--- src/hw/rtl/bdpc_pkg.sv ---
// ----------------------------------------------------------------------------
// bdpc_pkg: shared types and constants of the button debounce core
// Holds the state and result records passed between the core and its
// per-poll update logic, plus the configuration register map.
// ----------------------------------------------------------------------------
`default_nettype none

package bdpc_pkg;

    localparam int unsigned TIME_W    = 32;
    localparam int unsigned CFG_W     = 16;
    localparam int unsigned CFG_IDX_W = 2;

    // Configuration register indexes.
    localparam logic [CFG_IDX_W-1:0] CFG_DEBOUNCE_TIME   = 2'd0;
    localparam logic [CFG_IDX_W-1:0] CFG_LONG_PRESS_TIME = 2'd1;

    // Reset values of the configuration registers, in milliseconds.
    localparam logic [CFG_W-1:0] DEBOUNCE_TIME_RST   = 16'd50;
    localparam logic [CFG_W-1:0] LONG_PRESS_TIME_RST = 16'd1000;

    typedef struct packed {
        logic [CFG_W-1:0] debounce_time;
        logic [CFG_W-1:0] long_press_time;
    } bdpc_cfg_t;

    typedef struct packed {
        logic              edge_pending;
        logic [TIME_W-1:0] edge_stamp;
        logic              stable_level;
        logic [TIME_W-1:0] press_stamp;
        logic              short_flag;
        logic              long_flag;
        logic              long_done;
    } bdpc_state_t;

    typedef struct packed {
        logic pressed;
        logic short_press;
        logic long_press;
    } bdpc_result_t;

endpackage

`default_nettype wire

--- src/hw/rtl/bdpc_update.sv ---
// ----------------------------------------------------------------------------
// bdpc_update: next-state logic for one button poll
// Applies the edge report, the debounce check and the long press check to
// the current state and forms the result seen before acknowledges apply.
// ----------------------------------------------------------------------------
`default_nettype none

module bdpc_update (
    input  wire bdpc_pkg::bdpc_state_t        state_cur,
    input  wire bdpc_pkg::bdpc_cfg_t          cfg,
    input  wire [bdpc_pkg::TIME_W-1:0]        now_ms,
    input  wire                               pin_level,
    input  wire                               change_seen,
    input  wire                               ack_short,
    input  wire                               ack_long,
    output bdpc_pkg::bdpc_state_t             state_next,
    output bdpc_pkg::bdpc_result_t            result
);

    logic                        level_now;
    logic                        pending;
    logic [bdpc_pkg::TIME_W-1:0] edge_age;
    logic [bdpc_pkg::TIME_W-1:0] press_age;
    logic                        age_ok;
    logic                        sample;
    logic                        new_press;
    logic                        release_seen;
    logic                        stable_n;
    logic [bdpc_pkg::TIME_W-1:0] press_stamp_n;
    logic                        long_done_mid;
    logic                        hold_ok;
    logic                        fire;
    logic                        short_n;
    logic                        long_n;

    always_comb
    begin
        level_now = ~pin_level;
        pending   = change_seen | state_cur.edge_pending;

        // Both ages are formed in parallel; a fresh edge or a fresh press
        // has an age of zero.
        edge_age  = now_ms - state_cur.edge_stamp;
        press_age = now_ms - state_cur.press_stamp;

        if (change_seen)
        begin
            age_ok = (cfg.debounce_time == '0);
        end
        else
        begin
            age_ok = (edge_age >= {{(bdpc_pkg::TIME_W-bdpc_pkg::CFG_W){1'b0}},
                                   cfg.debounce_time});
        end

        sample       = pending & age_ok;
        new_press    = sample & level_now & ~state_cur.stable_level;
        release_seen = sample & ~level_now & state_cur.stable_level;
        stable_n     = sample ? level_now : state_cur.stable_level;

        press_stamp_n = new_press ? now_ms : state_cur.press_stamp;
        long_done_mid = new_press ? 1'b0 : state_cur.long_done;
        short_n       = state_cur.short_flag | (release_seen & ~state_cur.long_done);

        if (new_press)
        begin
            hold_ok = (cfg.long_press_time == '0);
        end
        else
        begin
            hold_ok = (press_age >= {{(bdpc_pkg::TIME_W-bdpc_pkg::CFG_W){1'b0}},
                                     cfg.long_press_time});
        end

        // A press stamp of zero never fires a long press.
        fire   = stable_n & ~long_done_mid & (press_stamp_n != '0) & hold_ok;
        long_n = state_cur.long_flag | fire;

        result.pressed     = stable_n;
        result.short_press = short_n;
        result.long_press  = long_n;

        state_next.edge_pending = pending & ~sample;
        state_next.edge_stamp   = change_seen ? now_ms : state_cur.edge_stamp;
        state_next.stable_level = stable_n;
        state_next.press_stamp  = press_stamp_n;
        state_next.short_flag   = short_n & ~ack_short;
        state_next.long_flag    = long_n & ~ack_long;
        state_next.long_done    = long_done_mid | fire;
    end

endmodule

`default_nettype wire

--- src/hw/rtl/button_debounce_press_classifier_core.sv ---
// ----------------------------------------------------------------------------
// button_debounce_press_classifier_core: debounced button with press classes
// Debounces an active-low button from timestamped polls and reports the
// pressed state together with sticky short and long press flags.
// ----------------------------------------------------------------------------
// Each input transfer is one poll of the button at a millisecond timestamp.
// The core takes one poll per clock and returns exactly one result per poll,
// in order. A poll is captured in an input register; whenever the result
// register is free or is being emptied, the update logic (two 32-bit
// subtract-and-compare paths working in parallel) advances the button
// state and loads the result register, so the sustained rate is one poll
// per cycle while the output side keeps taking results. When
// the output stalls, one more poll is still taken into the input register.
// The short and long press flags are sticky: a result shows each flag before
// the acknowledge bits of the same poll clear it. A press that debounces at
// timestamp zero never reports a long press. Configuration registers
// (debounce_time at index 0, long_press_time at index 1, both in ms) are
// written through the configuration channel, which is always ready; writes
// to other indexes are ignored. Write them only while no poll is in flight.
// ----------------------------------------------------------------------------
`default_nettype none

module button_debounce_press_classifier_core (
    input  wire                                clk,
    input  wire                                rst_n,

    input  wire                                in_valid,
    output logic                               in_ready,
    input  wire [bdpc_pkg::TIME_W-1:0]         now_ms,
    input  wire                                pin_level,
    input  wire                                change_seen,
    input  wire                                ack_short,
    input  wire                                ack_long,

    output logic                               out_valid,
    input  wire                                out_ready,
    output logic                               pressed,
    output logic                               short_press,
    output logic                               long_press,

    input  wire                                cfg_valid,
    output logic                               cfg_ready,
    input  wire [bdpc_pkg::CFG_IDX_W-1:0]      cfg_index,
    input  wire [bdpc_pkg::CFG_W-1:0]          cfg_data
);

    // Input register: one captured poll.
    logic                        s1_valid_reg;
    logic                        s1_valid_next;
    logic [bdpc_pkg::TIME_W-1:0] s1_now_reg;
    logic                        s1_pin_reg;
    logic                        s1_change_reg;
    logic                        s1_ack_short_reg;
    logic                        s1_ack_long_reg;

    // Button state and configuration.
    bdpc_pkg::bdpc_state_t       state_reg;
    bdpc_pkg::bdpc_state_t       state_next;
    bdpc_pkg::bdpc_cfg_t         cfg_reg;

    // Result register.
    logic                        out_valid_reg;
    logic                        out_valid_next;
    bdpc_pkg::bdpc_result_t      result_reg;
    bdpc_pkg::bdpc_result_t      result_next;

    logic                        in_xfer;
    logic                        step;

    // The captured poll moves on whenever the result register is free or
    // is being emptied in this cycle.
    assign step      = s1_valid_reg & (~out_valid_reg | out_ready);
    assign in_ready  = ~s1_valid_reg | step;
    assign in_xfer   = in_valid & in_ready;
    assign cfg_ready = 1'b1;

    assign out_valid   = out_valid_reg;
    assign pressed     = result_reg.pressed;
    assign short_press = result_reg.short_press;
    assign long_press  = result_reg.long_press;

    bdpc_update u_update (
        .state_cur   (state_reg),
        .cfg         (cfg_reg),
        .now_ms      (s1_now_reg),
        .pin_level   (s1_pin_reg),
        .change_seen (s1_change_reg),
        .ack_short   (s1_ack_short_reg),
        .ack_long    (s1_ack_long_reg),
        .state_next  (state_next),
        .result      (result_next)
    );

    always_comb
    begin
        if (in_xfer)
        begin
            s1_valid_next = 1'b1;
        end
        else if (step)
        begin
            s1_valid_next = 1'b0;
        end
        else
        begin
            s1_valid_next = s1_valid_reg;
        end

        if (step)
        begin
            out_valid_next = 1'b1;
        end
        else if (out_ready)
        begin
            out_valid_next = 1'b0;
        end
        else
        begin
            out_valid_next = out_valid_reg;
        end
    end

    always_ff @(posedge clk or negedge rst_n)
    begin
        if (!rst_n)
        begin
            s1_valid_reg  <= 1'b0;
            out_valid_reg <= 1'b0;
            state_reg     <= '0;
            cfg_reg.debounce_time   <= bdpc_pkg::DEBOUNCE_TIME_RST;
            cfg_reg.long_press_time <= bdpc_pkg::LONG_PRESS_TIME_RST;
        end
        else
        begin
            s1_valid_reg  <= s1_valid_next;
            out_valid_reg <= out_valid_next;
            if (step)
            begin
                state_reg <= state_next;
            end
            if (cfg_valid)
            begin
                case (cfg_index)
                    bdpc_pkg::CFG_DEBOUNCE_TIME:   cfg_reg.debounce_time   <= cfg_data;
                    bdpc_pkg::CFG_LONG_PRESS_TIME: cfg_reg.long_press_time <= cfg_data;
                    default:                       ;
                endcase
            end
        end
    end

    // Payload registers carry no reset.
    always_ff @(posedge clk)
    begin
        if (in_xfer)
        begin
            s1_now_reg       <= now_ms;
            s1_pin_reg       <= pin_level;
            s1_change_reg    <= change_seen;
            s1_ack_short_reg <= ack_short;
            s1_ack_long_reg  <= ack_long;
        end
        if (step)
        begin
            result_reg <= result_next;
        end
    end

    // The button state only moves when a poll is processed.
    a_state_holds: assert property (@(posedge clk) disable iff (!rst_n)
        !step |=> $stable(state_reg))
        else $error("button state changed without a processed poll");

    // A held poll stays in the input register until it is processed.
    a_s1_holds: assert property (@(posedge clk) disable iff (!rst_n)
        s1_valid_reg && !step |=> s1_valid_reg && $stable(s1_now_reg)
            && $stable(s1_change_reg))
        else $error("captured poll lost while waiting");

    // A long press can only be flagged while the button is pressed.
    a_long_needs_press: assert property (@(posedge clk) disable iff (!rst_n)
        $rose(state_reg.long_flag) |-> state_reg.stable_level)
        else $error("long press flagged while released");

    // A short press is only flagged on a debounced release.
    a_short_on_release: assert property (@(posedge clk) disable iff (!rst_n)
        $rose(state_reg.short_flag) |-> $fell(state_reg.stable_level))
        else $error("short press flagged without a release");

endmodule

`default_nettype wire

--- config.mk ---
export PLATFORM = sky130hd
export DESIGN_NAME = button_debounce_press_classifier_core
export DESIGN_NICKNAME = d
export VERILOG_FILES = /design/src/hw/rtl/bdpc_pkg.sv /design/src/hw/rtl/bdpc_update.sv /design/src/hw/rtl/button_debounce_press_classifier_core.sv
export SDC_FILE = /design/constraint.sdc
export NUM_CORES = 1
export LEC_CHECK = 0
export ABC_AREA = 1
export BUFFER_PORTS_ARGS = -buffer_cell sky130_fd_sc_hd__buf_2
export CAP_MARGIN = 20
export CORE_MARGIN = 4
export CORE_UTILIZATION = 45
export DETAILED_ROUTE_END_ITERATION = 8
export GPL_TIMING_DRIVEN = 0
export MAX_ROUTING_LAYER = met4
export SYNTH_ARGS = -nofsm -noshare
export SYNTH_HDL_FRONTEND = slang
export SYNTH_SLANG_ARGS = --single-unit
export TNS_END_PERCENT = 100
--- constraint.sdc ---
create_clock -name clk -period 5.2 [get_ports clk]
set_input_delay 0.78 -clock clk [delete_from_list [all_inputs] [get_ports clk]]
set_output_delay 0.78 -clock clk [all_outputs]
set_load 0.01 [all_outputs]
==> impl_table.tex <==
\begin{tabular}{lr}
\hline
Metric & Value \\
\hline
\multicolumn{2}{l}{\textbf{Power and ir drop}} \\
Power density normalized to cell area & 514 nW/um\^{}2 \\
Static leakage & 0.00667 uW \\
Highest ir drop seen on vdd & 218 uV \\
\multicolumn{2}{l}{\textbf{Critical path}} \\
Dominant cell type by count on the critical path & nand2\_1 \\
Reg-to-reg endpoint & state\_reg[29] \\
Arrival time worst endpoint & 4.83 ns \\
WS Path Type & reg -> reg \\
Element type at the critical path start & flip-flop \\
Crit path capture type & flip-flop \\
Required time of the critical path & 5.51 ns \\
R2r startpoint & s1\_now\_reg[1] \\
Path depth of the worst reg2reg path & 22 \\
Maximum cell stage delay along the critical path & 0.54 ns \\
Kind of cell with the highest combined delay on the critical path & simple AND/OR/NAND/NOR gates \\
Highest net fanout along the worst path & 10 \\
Cell type of the slowest stage on the worst timing path & edfxtp\_1 \\
Register-to-register setup slack & 0.68 ns \\
Worst Path Buf+Inv & 3 \\
Cell-by-cell listing of the critical path & inv\_1 > fa\_1 > inv\_1 > nand3\_1 > nand2\_2 > nand2\_1 > nand2\_1 > nand2\_1 > nand2\_1 > xor2\_1 > ha\_1 > a311oi\_1 > nand3\_1 > nor2\_1 > nand3\_1 > nor2\_1 > nand2\_2 > nand4\_4 > nor2\_4 > nand2\_4 > buf\_6 > o21ai\_2 \\
\multicolumn{2}{l}{\textbf{Floorplanning}} \\
Die Footprint & 27,100 um\^{}2 \\
Row cnt & 57 \\
Starting utilization of the core area & 0.455 \\
X dimension of the die & 165 um \\
CORE AREA & 24,200 um\^{}2 \\
Count of pins on the block boundary & 65 \\
Die Span Y & 165 um \\
\multicolumn{2}{l}{\textbf{STA}} \\
Hold Fails Final Rpt & 0 \\
Fin. max-slew vios & 0 \\
Shortest period the worst path allows & 4.52 ns \\
Slew HR & 0.374 \\
Achievable frequency & 221 MHz \\
Minimum hold slack & 0.312 ns \\
Setup repair after global routing missed its margin & false \\
Setup-failing EPs final & 0 \\
Share of the cycle needed by the critical path after routing & 0.869 \\
Final worst-path setup slack & 0.683 ns \\
Clock Skews & 0.0144 ns \\
Total Neg Setup Slack & 0 ns \\
Transition time of the tightest slew-check pin & 0.937 ns \\
\multicolumn{2}{l}{\textbf{GRT}} \\
Remaining Overflow, GRT & 0 \\
Wire length of the first global-routing pass & 50.2 mm \\
Total Routing Usage GR & 0.248 \\
Antenna violations before repair & 0 \\
Number of global-route vias before repair & 9,542 \\
Pin count of the biggest net entering global routing & 70 \\
\multicolumn{2}{l}{\textbf{Place}} \\
Dpl hpwl & 25.7 mm \\
Number of input and output port buffers inserted & 63 \\
Placement Cell Area & 11,800 um\^{}2 \\
Gp weighted congestion & 0.952 \\
Dpl cells & 1,978 \\
Worst slack after detailed placement & 0.660 ns \\
\multicolumn{2}{l}{\textbf{Layout}} \\
Multi-input logic area & 5880 um\^{}2 \\
Storage element area & 3760 um\^{}2 \\
Share of layout cells above drive strength 1 & 0.0961 \\
Number of flip-flops under the largest register name & 69 \\
Final std cell area, no fill & 12,400 um\^{}2 \\
Number of antenna repair diodes & 0 \\
Number of fill cells in the layout & 2,491 \\
Number of non-filler instances in the completed layout & 2,010 \\
P\&R area growth vs syn & 12.1\% \\
Layout net count & 1,828 \\
\multicolumn{2}{l}{\textbf{Synth}} \\
Post-Synthesis Cells & 1,589 \\
Yosys reg bits & 142 \\
Synthesized cell area & 11,000 um\^{}2 \\
Number of distinct library cell variants in the gate-level netlist after synthesis & 46 \\
Sequential cell area fraction in the yosys report & 0.341 \\
Yosys warns & 0 \\
Mean instance size in the synthesized netlist & 6.95 um\^{}2 \\
Post-synth EDFFs & 39 \\
Main synth FF type & dfrtp\_1 \\
Share of synthesized flip-flops with an asynchronous set or reset & 0.725 \\
Post-synthesis net count & 1,744 \\
\multicolumn{2}{l}{\textbf{CTS}} \\
Cts repair resizes & 0 \\
Clock tree from TritonCTS & built \\
H-Tree Depth & 4 \\
Number of clock buffers inserted by TritonCTS & 17 \\
CTS Root Cell & clkbuf\_16 \\
Setup Buffers After CTS & 0 \\
Clock transition at the registers of the reported paths & 0.07 ns \\
Worst-case clock buffer depth & 2 \\
Number of sinks on the clock net & 142 \\
Count of hold-fix buffers inserted at cts & 0 \\
Insertion delay of the later-clocked pin in the worst-skew pair & 0.43 ns \\
\multicolumn{2}{l}{\textbf{Routing}} \\
Number of vias per cell & 4.94 \\
Number of DRC violations after detailed-routing iteration 0 & 772 \\
Routed wire per std cell & 15.7 um \\
Wire length after detailed routing & 31.5 mm \\
Router iterations before antenna repair & 6 \\
Post-DRT Antenna Nets & 0 \\
Drc violations & 0 \\
Vias & 9,923 \\
\multicolumn{2}{l}{\textbf{Job}} \\
MaxCap Viol Count & 0 \\
\multicolumn{2}{l}{\textbf{Min path}} \\
Path type of the worst min-delay path & in -> async \\
\multicolumn{2}{l}{\textbf{Status}} \\
Outcome & completed \\
\hline
\end{tabular}
-- cell families after synthesis --
| kind of cell | share of synthesized area |
|---|---|
| and+or+nand+nor | 0.277 |
| buffers and inverters | 0.127 |
| AOI/OAI and AO/OA | 0.116 |
| DFF | 0.341 |
| adders and majority gates | 0.110 |
| xor gates and xnor gates | 0.0294 |
| other | 0.000340 |
-- area by class of cell --
cell class,count,area share
multi-input combinational,1088,0.476
sequential,142,0.304
inverter,339,0.103
clock buffer,17,0.0344
tap,324,0.0328
timing repair buffer,65,0.0283
clock inverter,15,0.0121
buffer,20,0.0100
-- how the worst max path moves through the flow --
stage,cells after the start,slack [ns],to,from
CTS,22,0.61,state_reg[31],s1_now_reg[1]
finish,22,0.68,state_reg[29],s1_now_reg[1]
floorplan,24,1.86,long_press,s1_now_reg[0]
global route,24,0.21,state_reg[1],s1_now_reg[1]
global placement,22,0.68,state_reg[31],s1_now_reg[1]
detailed placement,22,0.66,state_reg[31],s1_now_reg[1]
-- routing by layer --
metal / vias up / global-route usage / routed length (um) / part of all wire
li1: 5163 / - / - / -
met1: 4535 / 0.351 / 15300 / 0.49
met2: 198 / 0.379 / 14100 / 0.45
met3: 27 / 0.0367 / 1570 / 0.050
met4: 0 / 0.0533 / 458 / 0.015
met5: - / - / 0 / 0
-- layout by cell type, fill, tap and decap left out, types with 6 or more instances in the layout --
cell,instances
buf_2,63
xor2_1,31
o21ai_0,96
nand2_1,495
xnor2_1,6
o21bai_1,7
clkbuf_16,17
nand3_1,58
o21ai_2,31
a21oi_1,68
buf_6,6
nor3_1,11
nand3b_1,8
edfxtp_1,39
dfrtp_1,94
inv_2,6
nor4_1,17
ha_1,94
inv_1,331
nor2_1,104
clkbuf_1,13
dfstp_2,9
nand4_1,23
-- cell usage after synthesis (2+ instances only) --
| library cell | count | area [um^2] |
|---|---|---|
| nand2_1 | 495 | 1860 |
| inv_1 | 332 | 1250 |
| nor2_1 | 104 | 390 |
| o21ai_0 | 96 | 480 |
| dfrtp_1 | 94 | 2350 |
| ha_1 | 94 | 1180 |
| a21oi_1 | 68 | 340 |
| nand3_1 | 58 | 290 |
| edfxtp_1 | 39 | 1170 |
| o21ai_2 | 31 | 272 |
| xor2_1 | 31 | 272 |
| nand4_1 | 23 | 144 |
| nor4_1 | 17 | 106 |
| clkbuf_1 | 13 | 48.8 |
| nor3_1 | 11 | 55.1 |
| dfstp_2 | 9 | 236 |
| nand3b_1 | 8 | 60.1 |
| o21bai_1 | 7 | 52.6 |
| buf_6 | 6 | 67.6 |
| xnor2_1 | 6 | 52.6 |
| inv_2 | 5 | 18.8 |
| a21boi_0 | 4 | 30.0 |
| and2_1 | 3 | 18.8 |
| nand2_2 | 3 | 18.8 |
| nor2_2 | 3 | 18.8 |
| a31oi_1 | 2 | 12.5 |
| and3_1 | 2 | 12.5 |
| clkinv_1 | 2 | 7.51 |
| fa_1 | 2 | 40.0 |
| nand2_4 | 2 | 22.5 |
| nand3_2 | 2 | 20.0 |
| o211ai_1 | 2 | 15.0 |
| o21a_1 | 2 | 15.0 |
-- stage by stage --
stage                     power, uW  utilization
after floorplan                4230            -
after global placement         5050        0.485
after detailed placement       5110        0.486
after CTS                      6370        0.510
after global routing           6990        0.510
final                          6350        0.510
-- where the power goes --
group	total [uW]	internal (uW)	switching, uW	leakage [uW]
Sequential	1670	1440	233	0.00164
Combinational	3440	1270	2170	0.00474
Clock	1240	676	565	0.000282
Total	6350	3390	2970	0.00667
No activity file was read; power rests on OpenSTA's default activity.
